$ cat src/hdl/snap_frame_receiver_core_defines.svh
// Assertion macros shared by the receiver RTL.
`ifndef SNAP_FRAME_RECEIVER_CORE_DEFINES_SVH
`define SNAP_FRAME_RECEIVER_CORE_DEFINES_SVH

`ifndef SYNTHESIS

// Checked only out of reset.
`define SNAPFR_ASSERT(lbl, prop) \
    lbl: assert property (@(posedge i_clk) disable iff (!i_rst_n) prop) \
        else $error("snapfr check failed");

// Checked at every edge, reset included.
`define SNAPFR_ASSERT_ALWAYS(lbl, prop) \
    lbl: assert property (@(posedge i_clk) prop) \
        else $error("snapfr check failed");

`else

`define SNAPFR_ASSERT(lbl, prop)
`define SNAPFR_ASSERT_ALWAYS(lbl, prop)

`endif

`endif

$ cat src/hdl/snapfr_pkg.sv
package snapfr_pkg;

    localparam int PAYLOAD_DEPTH = 16;
    localparam int IDX_W         = $clog2(PAYLOAD_DEPTH);
    localparam int LEN_W         = 5;
    localparam int BIDX_W        = 5;
    localparam int ACK_BEATS     = 6;
    localparam int BEAT_W        = 3;

    // Input opcodes
    localparam logic [1:0] OP_RX      = 2'd0;
    localparam logic [1:0] OP_RELEASE = 2'd1;
    localparam logic [1:0] OP_READ    = 2'd2;

    // Configuration register indexes
    localparam logic [1:0] CFG_OWN_ADDR   = 2'd0;
    localparam logic [1:0] CFG_BCAST_ADDR = 2'd1;
    localparam logic [1:0] CFG_SYNC_BYTE  = 2'd2;

    // Header checks and ack frame bytes
    localparam logic [7:0] HDB2_MASK    = 8'hfc;
    localparam logic [7:0] HDB2_VAL     = 8'h50;
    localparam logic [7:0] HDB1_MASK    = 8'hf0;
    localparam logic [7:0] HDB1_VAL     = 8'h30;
    localparam logic [1:0] ACK_REQ_CODE = 2'b01;
    localparam logic [7:0] ACK_HDB2     = 8'h52;
    localparam logic [7:0] NAK_HDB2     = 8'h53;
    localparam logic [7:0] ACK_HDB1     = 8'h30;

    localparam logic [7:0] CRC_FOLD [8] = '{
        8'h5e, 8'hbc, 8'h61, 8'hc2, 8'h9d, 8'h23, 8'h46, 8'h8c
    };

    typedef enum logic [1:0] {
        KIND_STATUS = 2'd0,
        KIND_ACK    = 2'd1,
        KIND_READ   = 2'd2
    } t_kind;

    typedef enum logic [6:0] {
        PH_IDLE = 7'b0000001,
        PH_SYNC = 7'b0000010,
        PH_HDB2 = 7'b0000100,
        PH_HDB1 = 7'b0001000,
        PH_DAB  = 7'b0010000,
        PH_DATA = 7'b0100000,
        PH_CRC  = 7'b1000000
    } t_phase;

    typedef struct packed {
        logic             clr;
        logic             we;
        logic [IDX_W-1:0] widx;
        logic [7:0]       wdata;
        logic             re;
        logic             rd_ok;
        logic [IDX_W-1:0] ridx;
    } t_buf_ctrl;

    // Reflected CRC-8, one byte: fold each set bit of crc^b through the table.
    function automatic logic [7:0] crc8_update(input logic [7:0] crc, input logic [7:0] b);
        logic [7:0] x;
        logic [7:0] r;
        x = b ^ crc;
        r = '0;
        for (int i = 0; i < 8; i++) begin
            if (x[i]) begin
                r = r ^ CRC_FOLD[i];
            end
        end
        return r;
    endfunction

endpackage

$ cat src/hdl/snapfr_payload_buf.sv
`include "snap_frame_receiver_core_defines.svh"

module snapfr_payload_buf
    import snapfr_pkg::*;
(
    input  logic      i_clk,
    input  logic      i_rst_n,
    input  t_buf_ctrl i_ctrl,
    output logic [7:0] o_rd_byte
);

    logic [7:0]               r_mem [PAYLOAD_DEPTH];
    logic [PAYLOAD_DEPTH-1:0] r_written;
    logic [7:0]               r_rd_data;
    logic                     r_rd_hit;

    always_ff @(posedge i_clk) begin
        if (i_ctrl.we) begin
            r_mem[i_ctrl.widx] <= i_ctrl.wdata;
        end
        if (i_ctrl.re) begin
            r_rd_data <= r_mem[i_ctrl.ridx];
        end
    end

    always_ff @(posedge i_clk) begin
        if (!i_rst_n) begin
            r_written <= '0;
            r_rd_hit  <= 1'b0;
        end else begin
            if (i_ctrl.clr) begin
                r_written <= '0;
            end else if (i_ctrl.we) begin
                r_written[i_ctrl.widx] <= 1'b1;
            end
            if (i_ctrl.re) begin
                r_rd_hit <= i_ctrl.rd_ok && r_written[i_ctrl.ridx];
            end
        end
    end

    // Entries never written since the last clear read as zero.
    assign o_rd_byte = r_rd_hit ? r_rd_data : 8'h00;

    `SNAPFR_ASSERT(a_clr_empties, i_ctrl.clr |=> (r_written == '0))
    `SNAPFR_ASSERT(a_we_marks, i_ctrl.we |=> r_written[$past(i_ctrl.widx)])
    `SNAPFR_ASSERT(a_one_access, !(i_ctrl.clr && i_ctrl.we) && !(i_ctrl.re && i_ctrl.we))

endmodule

$ cat src/hdl/snap_frame_receiver_core.sv
// Channel  | Dir | Handshake                   | Payload
// ---------+-----+-----------------------------+---------------------------------------
// s_axis   | in  | tvalid / tready             | tuser: opcode; tdata: rx_byte, read_index
// m_axis   | out | tvalid / tready, tlast      | tuser: kind; tdata: byte and status
// cfg      | in  | i_cfg_we (no back-pressure) | i_cfg_addr, i_cfg_wdata
//
// Flow: one item per cycle while the result stage is empty or drains, so m_axis
// back-pressure or an ack frame holds s_axis. An item is decoded and the frame state
// updated at the edge it is accepted; its result enters the result stage at that edge
// and the output register once that register is free. A completed frame with ack
// request emits six beats, holding the result stage until its last beat is loaded;
// every other item emits one beat. Payload reads go through the synchronous payload
// memory, registered alongside the result stage. Reset (i_rst_n low, synchronous)
// clears frame state, valid bits and config to defaults; no clearing pass.

`include "snap_frame_receiver_core_defines.svh"

module snap_frame_receiver_core
    import snapfr_pkg::*;
(
    input  logic        i_clk,
    input  logic        i_rst_n,
    // Input items
    input  logic        i_s_axis_tvalid,
    output logic        o_s_axis_tready,
    input  logic [15:0] i_s_axis_tdata,   // [7:0] rx_byte, [11:8] read_index, [15:12] zero
    input  logic [1:0]  i_s_axis_tuser,   // [1:0] opcode
    // Result items
    output logic        o_m_axis_tvalid,
    input  logic        i_m_axis_tready,
    output logic [31:0] o_m_axis_tdata,   // [7:0] out_byte, [8] accepted, [9] packet_ready,
                                          // [10] header_error, [18:11] dest_address,
                                          // [26:19] source_address, [31:27] payload_length
    output logic [1:0]  o_m_axis_tuser,   // [1:0] kind
    output logic        o_m_axis_tlast,
    // Configuration writes
    input  logic        i_cfg_we,
    input  logic [1:0]  i_cfg_addr,
    input  logic [7:0]  i_cfg_wdata
);

    localparam logic [BEAT_W-1:0] BEAT_SYNC = BEAT_W'(0);
    localparam logic [BEAT_W-1:0] BEAT_HDB2 = BEAT_W'(1);
    localparam logic [BEAT_W-1:0] BEAT_HDB1 = BEAT_W'(2);
    localparam logic [BEAT_W-1:0] BEAT_SRC  = BEAT_W'(3);
    localparam logic [BEAT_W-1:0] BEAT_DEST = BEAT_W'(4);
    localparam logic [BEAT_W-1:0] BEAT_LAST = BEAT_W'(ACK_BEATS - 1);

    // Result stage: everything one item needs to produce its beats.
    typedef struct packed {
        t_kind            kind;
        logic             accepted;
        logic             herr;
        logic             ready;
        logic [7:0]       dest;
        logic [7:0]       src;
        logic [LEN_W-1:0] len;
        logic [7:0]       sync;
        logic [7:0]       hdb2;
        logic [7:0]       crc;
    } t_s1;

    typedef struct packed {
        t_kind            kind;
        logic [7:0]       data_byte;
        logic             last;
        logic             accepted;
        logic             herr;
        logic             ready;
        logic [7:0]       dest;
        logic [7:0]       src;
        logic [LEN_W-1:0] len;
    } t_out;

    // Config registers
    logic [7:0] r_own_addr, r_bcast_addr, r_sync_byte;

    // Frame state
    t_phase            r_phase, n_phase;
    logic              r_ack_req, n_ack_req;
    logic              r_ready, n_ready;
    logic [LEN_W-1:0]  r_len, n_len;
    logic [7:0]        r_dest, n_dest;
    logic [7:0]        r_src, n_src;
    logic              r_ftn, n_ftn;
    logic [7:0]        r_crc, n_crc;
    logic [BIDX_W-1:0] r_bidx, n_bidx;

    t_s1               r_s1, n_s1;
    logic              r_s1_valid;
    logic [BEAT_W-1:0] r_beat;
    t_out              r_out, n_out;
    logic              r_out_valid;

    t_buf_ctrl  w_buf;
    logic [7:0] w_rd_byte;

    logic             w_in_acc;
    logic             w_out_load;
    logic             w_s1_done;
    logic [1:0]       w_op;
    logic [7:0]       w_c;
    logic [3:0]       w_ri;
    logic [LEN_W-1:0] w_len_raw;
    logic [LEN_W-1:0] w_len_cap;
    logic             w_dest_match;
    logic [7:0]       w_ack_crc;
    logic [7:0]       w_hdb2_sel;

    assign w_op = i_s_axis_tuser;
    assign w_c  = i_s_axis_tdata[7:0];
    assign w_ri = i_s_axis_tdata[11:8];

    // Take a new item whenever the result stage is empty or drains this cycle.
    assign w_out_load = r_s1_valid && (!r_out_valid || i_m_axis_tready);
    assign w_s1_done  = w_out_load && ((r_s1.kind != KIND_ACK) || (r_beat == BEAT_LAST));
    assign o_s_axis_tready = !r_s1_valid || w_s1_done;
    assign w_in_acc = i_s_axis_tvalid && o_s_axis_tready;

    // Cap the raw length nibble at the buffer depth.
    assign w_len_raw = LEN_W'(w_c[3:0]);
    assign w_len_cap = (w_len_raw > LEN_W'(PAYLOAD_DEPTH)) ? LEN_W'(PAYLOAD_DEPTH) : w_len_raw;
    assign w_dest_match = (w_c == r_bcast_addr) || (w_c == r_own_addr);

    // Ack frame CRC covers hdb2, hdb1, source and dest.
    assign w_hdb2_sel = (w_c == r_crc) ? ACK_HDB2 : NAK_HDB2;
    assign w_ack_crc  = crc8_update(crc8_update(crc8_update(crc8_update(8'h00, w_hdb2_sel),
                                    ACK_HDB1), r_src), r_dest);

    // Decode the accepted item: next frame state, memory access, result descriptor.
    always_comb begin
        logic do_clear;
        logic herr;
        logic refused;
        logic send_ack;
        do_clear  = 1'b0;
        herr      = 1'b0;
        refused   = 1'b0;
        send_ack  = 1'b0;
        n_phase   = r_phase;
        n_ack_req = r_ack_req;
        n_ready   = r_ready;
        n_len     = r_len;
        n_dest    = r_dest;
        n_src     = r_src;
        n_ftn     = r_ftn;
        n_crc     = r_crc;
        n_bidx    = r_bidx;
        w_buf       = '0;
        w_buf.wdata = w_c;
        w_buf.ridx  = w_ri;
        w_buf.rd_ok = (LEN_W'(w_ri) < LEN_W'(PAYLOAD_DEPTH));
        w_buf.widx  = r_bidx[IDX_W-1:0];
        n_s1.kind   = KIND_STATUS;

        if (w_in_acc) begin
            unique case (w_op)
                OP_RELEASE: begin
                    do_clear = 1'b1;
                end
                OP_READ: begin
                    w_buf.re  = 1'b1;
                    n_s1.kind = KIND_READ;
                end
                OP_RX: begin
                    if (r_ready) begin
                        refused = 1'b1;
                    end else begin
                        unique case (r_phase)
                            PH_IDLE: begin
                                if (w_c == r_sync_byte) begin
                                    n_phase = PH_SYNC;
                                end
                            end
                            PH_SYNC: begin
                                if ((w_c & HDB2_MASK) != HDB2_VAL) begin
                                    do_clear = 1'b1;
                                    herr     = 1'b1;
                                end else begin
                                    n_ack_req = (w_c[1:0] == ACK_REQ_CODE);
                                    n_crc     = crc8_update(8'h00, w_c);
                                    n_phase   = PH_HDB2;
                                end
                            end
                            PH_HDB2: begin
                                if ((w_c & HDB1_MASK) != HDB1_VAL) begin
                                    do_clear = 1'b1;
                                    herr     = 1'b1;
                                end else begin
                                    n_len   = w_len_cap;
                                    n_crc   = crc8_update(r_crc, w_c);
                                    n_phase = PH_HDB1;
                                end
                            end
                            PH_HDB1: begin
                                n_dest = w_c;
                                n_ftn  = w_dest_match;
                                if (w_dest_match) begin
                                    n_crc = crc8_update(r_crc, w_c);
                                end
                                n_phase = PH_DAB;
                            end
                            PH_DAB: begin
                                n_src  = w_c;
                                n_bidx = '0;
                                if (r_ftn) begin
                                    n_crc = crc8_update(r_crc, w_c);
                                end
                                n_phase = (r_len == '0) ? PH_CRC : PH_DATA;
                            end
                            PH_DATA: begin
                                if (r_ftn) begin
                                    w_buf.we = (r_bidx < BIDX_W'(PAYLOAD_DEPTH));
                                    n_crc    = crc8_update(r_crc, w_c);
                                end
                                n_bidx = r_bidx + 1'b1;
                                if (n_bidx == r_len) begin
                                    n_phase = PH_CRC;
                                end
                            end
                            PH_CRC: begin
                                if (r_ftn) begin
                                    if (w_c == r_crc) begin
                                        n_ready = 1'b1;
                                    end
                                    if (r_ack_req) begin
                                        send_ack  = 1'b1;
                                        n_ack_req = 1'b0;
                                    end
                                end
                                n_phase = PH_IDLE;
                            end
                            default: begin
                                do_clear = 1'b1;
                                herr     = 1'b1;
                            end
                        endcase
                    end
                end
                default: begin
                    // Unused opcode: status only.
                end
            endcase
        end

        // Drop the frame: for_this_node keeps its value.
        if (do_clear) begin
            n_phase   = PH_IDLE;
            n_ack_req = 1'b0;
            n_ready   = 1'b0;
            n_len     = '0;
            n_dest    = '0;
            n_src     = '0;
            n_crc     = '0;
            n_bidx    = '0;
            w_buf.clr = 1'b1;
        end

        if (send_ack) begin
            n_s1.kind = KIND_ACK;
        end
        n_s1.accepted = !refused;
        n_s1.herr     = herr;
        n_s1.ready    = n_ready;
        n_s1.dest     = n_dest;
        n_s1.src      = n_src;
        n_s1.len      = n_len;
        n_s1.sync     = r_sync_byte;
        n_s1.hdb2     = w_hdb2_sel;
        n_s1.crc      = w_ack_crc;
    end

    snapfr_payload_buf u_buf (
        .i_clk     (i_clk),
        .i_rst_n   (i_rst_n),
        .i_ctrl    (w_buf),
        .o_rd_byte (w_rd_byte)
    );

    // Build the next output beat from the result stage.
    always_comb begin
        n_out.kind      = r_s1.kind;
        n_out.accepted  = r_s1.accepted;
        n_out.herr      = r_s1.herr;
        n_out.ready     = r_s1.ready;
        n_out.dest      = r_s1.dest;
        n_out.src       = r_s1.src;
        n_out.len       = r_s1.len;
        n_out.last      = 1'b1;
        n_out.data_byte = 8'h00;
        unique case (r_s1.kind)
            KIND_ACK: begin
                n_out.last = (r_beat == BEAT_LAST);
                unique case (r_beat)
                    BEAT_SYNC: n_out.data_byte = r_s1.sync;
                    BEAT_HDB2: n_out.data_byte = r_s1.hdb2;
                    BEAT_HDB1: n_out.data_byte = ACK_HDB1;
                    BEAT_SRC:  n_out.data_byte = r_s1.src;
                    BEAT_DEST: n_out.data_byte = r_s1.dest;
                    default:   n_out.data_byte = r_s1.crc;
                endcase
            end
            KIND_READ: begin
                n_out.data_byte = w_rd_byte;
            end
            default: begin
                n_out.data_byte = 8'h00;
            end
        endcase
    end

    always_ff @(posedge i_clk) begin
        if (!i_rst_n) begin
            r_own_addr   <= 8'd1;
            r_bcast_addr <= 8'd0;
            r_sync_byte  <= 8'h54;
        end else if (i_cfg_we) begin
            unique case (i_cfg_addr)
                CFG_OWN_ADDR:   r_own_addr   <= i_cfg_wdata;
                CFG_BCAST_ADDR: r_bcast_addr <= i_cfg_wdata;
                CFG_SYNC_BYTE:  r_sync_byte  <= i_cfg_wdata;
                default: begin
                    // Index past the register list: ignore.
                end
            endcase
        end
    end

    always_ff @(posedge i_clk) begin
        if (!i_rst_n) begin
            r_phase     <= PH_IDLE;
            r_ack_req   <= 1'b0;
            r_ready     <= 1'b0;
            r_len       <= '0;
            r_dest      <= '0;
            r_src       <= '0;
            r_ftn       <= 1'b0;
            r_crc       <= '0;
            r_bidx      <= '0;
            r_s1_valid  <= 1'b0;
            r_beat      <= '0;
            r_out_valid <= 1'b0;
        end else begin
            r_phase   <= n_phase;
            r_ack_req <= n_ack_req;
            r_ready   <= n_ready;
            r_len     <= n_len;
            r_dest    <= n_dest;
            r_src     <= n_src;
            r_ftn     <= n_ftn;
            r_crc     <= n_crc;
            r_bidx    <= n_bidx;

            if (w_in_acc) begin
                r_s1_valid <= 1'b1;
            end else if (w_s1_done) begin
                r_s1_valid <= 1'b0;
            end

            // Advance the ack beat counter; reset it once the stage drains.
            if (w_s1_done) begin
                r_beat <= '0;
            end else if (w_out_load) begin
                r_beat <= r_beat + 1'b1;
            end

            if (w_out_load) begin
                r_out_valid <= 1'b1;
            end else if (i_m_axis_tready) begin
                r_out_valid <= 1'b0;
            end
        end
    end

    // Payload registers: no reset.
    always_ff @(posedge i_clk) begin
        if (w_in_acc) begin
            r_s1 <= n_s1;
        end
        if (w_out_load) begin
            r_out <= n_out;
        end
    end

    assign o_m_axis_tvalid = r_out_valid;
    assign o_m_axis_tuser  = r_out.kind;
    assign o_m_axis_tlast  = r_out.last;
    assign o_m_axis_tdata  = {r_out.len, r_out.src, r_out.dest, r_out.herr,
                              r_out.ready, r_out.accepted, r_out.data_byte};

    `SNAPFR_ASSERT(a_beat_only_ack, (r_beat != '0) |-> (r_s1_valid && (r_s1.kind == KIND_ACK)))
    `SNAPFR_ASSERT(a_refuse_pending, (r_out_valid && !r_out.accepted) |-> r_out.ready)
    `SNAPFR_ASSERT(a_herr_cleared, (r_out_valid && r_out.herr) |-> (!r_out.ready && (r_out.len == '0)))

endmodule

$ cat config.mk
export PLATFORM = sky130hd
export DESIGN_NAME = snap_frame_receiver_core
export DESIGN_NICKNAME = d
export VERILOG_FILES = /design/src/hdl/snapfr_pkg.sv /design/src/hdl/snapfr_payload_buf.sv /design/src/hdl/snap_frame_receiver_core.sv
export VERILOG_INCLUDE_DIRS = /design/src /design/src/hdl
export SDC_FILE = /design/constraint.sdc
export NUM_CORES = 1
export LEC_CHECK = 0
export BUFFER_PORTS_ARGS = -buffer_cell sky130_fd_sc_hd__buf_4
export CAP_MARGIN = 25
export CORE_MARGIN = 4
export CORE_UTILIZATION = 45
export DETAILED_ROUTE_END_ITERATION = 10
export PLACE_DENSITY_LB_ADDON = 0.1
export SLEW_MARGIN = 20
export SYNTH_ARGS = -nofsm -noshare
export SYNTH_HDL_FRONTEND = slang
export SYNTH_SLANG_ARGS = --single-unit
$ cat constraint.sdc
create_clock -name i_clk -period 7.93 [get_ports i_clk]
set_input_delay 0 -clock i_clk [delete_from_list [all_inputs] [get_ports i_clk]]
set_output_delay 0 -clock i_clk [all_outputs]
set_load 0.02 [all_outputs]
==> qor.yml <==
outcome: "finished, final reports clean"
antenna_found_initial: 0
worst-slew-pin-transition_ns: 0.9669
grt_pass1_wl_um: 44070
layout.nets: 1062
port_buffers: 65
synth_edf_count: 214
dp_slack_ns: 4.120
cp_max_fo: 11
finalClockSkew_ns: 0.02111
drive_above_1_share_pct: 18.17
syn-cell-area_um2: 13110
synth_warnings: 0
synth_top_cell_area_share_pct: 49.03
synthesis.nets: 975
clock_latency_ns: 0.51
multiInputGateArea_um2: 4612
layout_setup_ws_ns: 4.129
track_usage_pct: 18.36
dp_cells: 1338
route.met2.wl_um: 13230
fin_crit_sh_pct: 47.94
drv_cap: 0
fillCellCount: 2452
yosysTopAreaCell: "edfxtp_1"
rsz0062_at_grt: "false"
slowest_stage: "nor2_1"
yosysSeqAreaShare_pct: 62.77
syn_area_per_cell_um2: 14.11
p_per_area_nw_per_um2: 228.3
core_um2: 28700
antennaDiodeCount: 0
max_stage_delay_ns: 0.72
dieHeight_um: 178.7
synthArstFlopShare_pct: 0
synth_ff_type: "edfxtp_1"
avgViaCountPerCell: 5.216
grt_pass1_vias: 7290
dr_wl_met3_um: 1308
worst-setup-path-type: "register to register"
grt_max_degree: 60
h-tree-depth: 2
maxSlewHeadroom_pct: 35.30
ys_top_cells_by_area: "edfxtp_1, dfxtp_1, mux4_2"
clock-sinks: 304
grt-ovfl-total: 0
vias: 7427
setup_tns_ns: 0
drt-total-wl_um: 28930
netlist-cell-type-count: 61
leakage_uw: 0.005462
synth_seq_cells: 304
cp.arrival_ns: 3.92
initial_core_util_pct: 45.67
firstDrtPassIters: 6
ant_nets: 0
final-instance-count-excl-fill: 1424
highest_layer: "met4"
area_delta_synth_final_pct: 16.81
gp_congestion: 0.7699
wl_met1_um: 13890
io_pins: 70
hold_path.class: "input port to register"
dieArea_um2: 31920
path_clk_slew_ns: 0.06
cts_made_buffers: 34
slew_violations: 0
ir_worst_vdd_uv: 116.8
fp.dieW_um: 178.7
setup_violations: 0
cts_tree: "built"
required_ns: 8.05
cts-root-buf: "clkbuf_16"
synthCells: 929
min_period_ns: 3.801
hpwl_um: 18940
clock.fmax_mhz: 263.1
drt-initial-drc-count: 494
cts_resized: 0
cts_buffer_depth: 3
seq_area_um2: 8228
drc_errors: 0
crit_path_end_kind: "register"
critPathLaunchType: "register"
final_hold_viol_count: 0
rows: 62
wl_per_cell_um: 20.32
path_cells: "ha_1 > a21boi_0 > o21a_1 > nor3_2 > and3b_1 > nand2_1 > nor2_1"
==> logic make-up after synthesis <==
group | after synthesis | share of synthesized area, %
flops | 304 | 62.77
simple gates | 255 | 9.756
mux | 108 | 12.61
xor+xnor | 106 | 7.197
compound gates | 78 | 4.343
buf+inv | 65 | 2.081
fa+ha+maj | 13 | 1.241
==> what timing repair did <==
item,in CTS,in global routing
setup endpoints to repair,0,0
buffers inserted,0,0
endpoints found under the hold margin,166,0
hold buffers,26,0
==> state kept, by name, summed over array words and instances, names as in the netlist, 8 cells and up <==
signal / count
r_own_addr: 8
r_dest: 8
o_m_axis_tdata: 32
u_buf.r_mem: 128
r_bcast_addr: 8
r_s1: 17
u_buf.r_written: 16
r_crc: 8
r_sync_byte: 8
n_out: 26
u_buf.r_rd_data: 8
r_src: 8
==> report_power, final <==
group	internal (uW)	switching [uW]
sequential	1720	11.0
clock	955	602
combinational	84.6	119
==> layout by cell type (no fill, tap or decap), types with 8 or more instances in the layout <==
cell type      instances
nor2_1               113
a21oi_1               25
clkinv_1               8
xor2_1                36
buf_4                 75
mux4_2                45
nor2b_1               29
edfxtp_1             214
xnor2_1               69
nor3_1                 9
mux2i_1               56
clkbuf_16             35
nand2b_1               8
inv_1                 14
and2_1                 8
dlygate4sd3_1         26
nand2_1               39
ha_1                  13
dfxtp_1               90
==> per-layer routing <==
layer	vias to the layer above	global-route usage [%]
li1	3584	-
met3	40	2.868
met1	3652	27.32
met2	151	28.51
met4	0	4.541
met5	-	0
==> worst max-delay path, delay by kind of cell, from the launching register on <==
family,cells,cell delay (ns)
AND/OR/NAND/NOR,4,2.00
AO/OA/AOI/OAI,2,0.60
flip-flops,1,0.44
adder cells (fa/ha/maj),1,0.36
==> stage by stage <==
step,hold WS [ns],area [um^2],total power (uW),utilization (%)
after floorplan,0.09887,13110,1887,-
after global placement,0.2443,13940,1964,48.57
after detailed placement,0.2512,13940,1965,48.57
after CTS,0.00003555,15310,3542,53.34
after global routing,0.01350,15310,3621,53.34
final,0.01708,15310,3495,53.34
==> worst paths after layout <==
path,cells past startpoint,start,to,slack [ns]
setup / recovery,7,n_out[33],u_buf.r_mem[5][7],4.13
hold / removal,2,i_s_axis_tdata[11],u_buf.r_rd_data[3],0.02
setup reg to reg,7,n_out[33],u_buf.r_mem[5][7],4.13
hold reg to reg,0,n_out[3],o_m_axis_tdata[30],0.42
==> cell type report <==
type | instances | area share [%]
Sequential cell | 304 | 53.74
Timing Repair Buffer | 101 | 5.377
Inverter | 15 | 0.3677
Clock buffer | 42 | 6.023
Tap cell | 384 | 3.138
Clock inverter | 18 | 1.234
Multi-Input combinational cell | 560 | 30.12
==> synth_stat cells, types with 5 or more instances <==
| cell type | number |
|---|---|
| mux2i_1 | 56 |
| a22oi_1 | 7 |
| nor3_1 | 10 |
| mux2_2 | 7 |
| nand3_1 | 7 |
| xnor2_1 | 69 |
| xor2_1 | 36 |
| nand2_1 | 39 |
| mux4_2 | 45 |
| dfxtp_1 | 90 |
| nor2b_1 | 29 |
| nand2b_1 | 8 |
| nor2_1 | 113 |
| buf_2 | 11 |
| edfxtp_1 | 214 |
| clkbuf_1 | 28 |
| a31oi_1 | 7 |
| a21oi_1 | 25 |
| nand4_1 | 5 |
| inv_1 | 15 |
| ha_1 | 13 |
| nand3b_1 | 6 |
| o21ai_0 | 5 |
| and2_1 | 8 |
| buf_1 | 8 |
(Power assumes the default switching activity.)
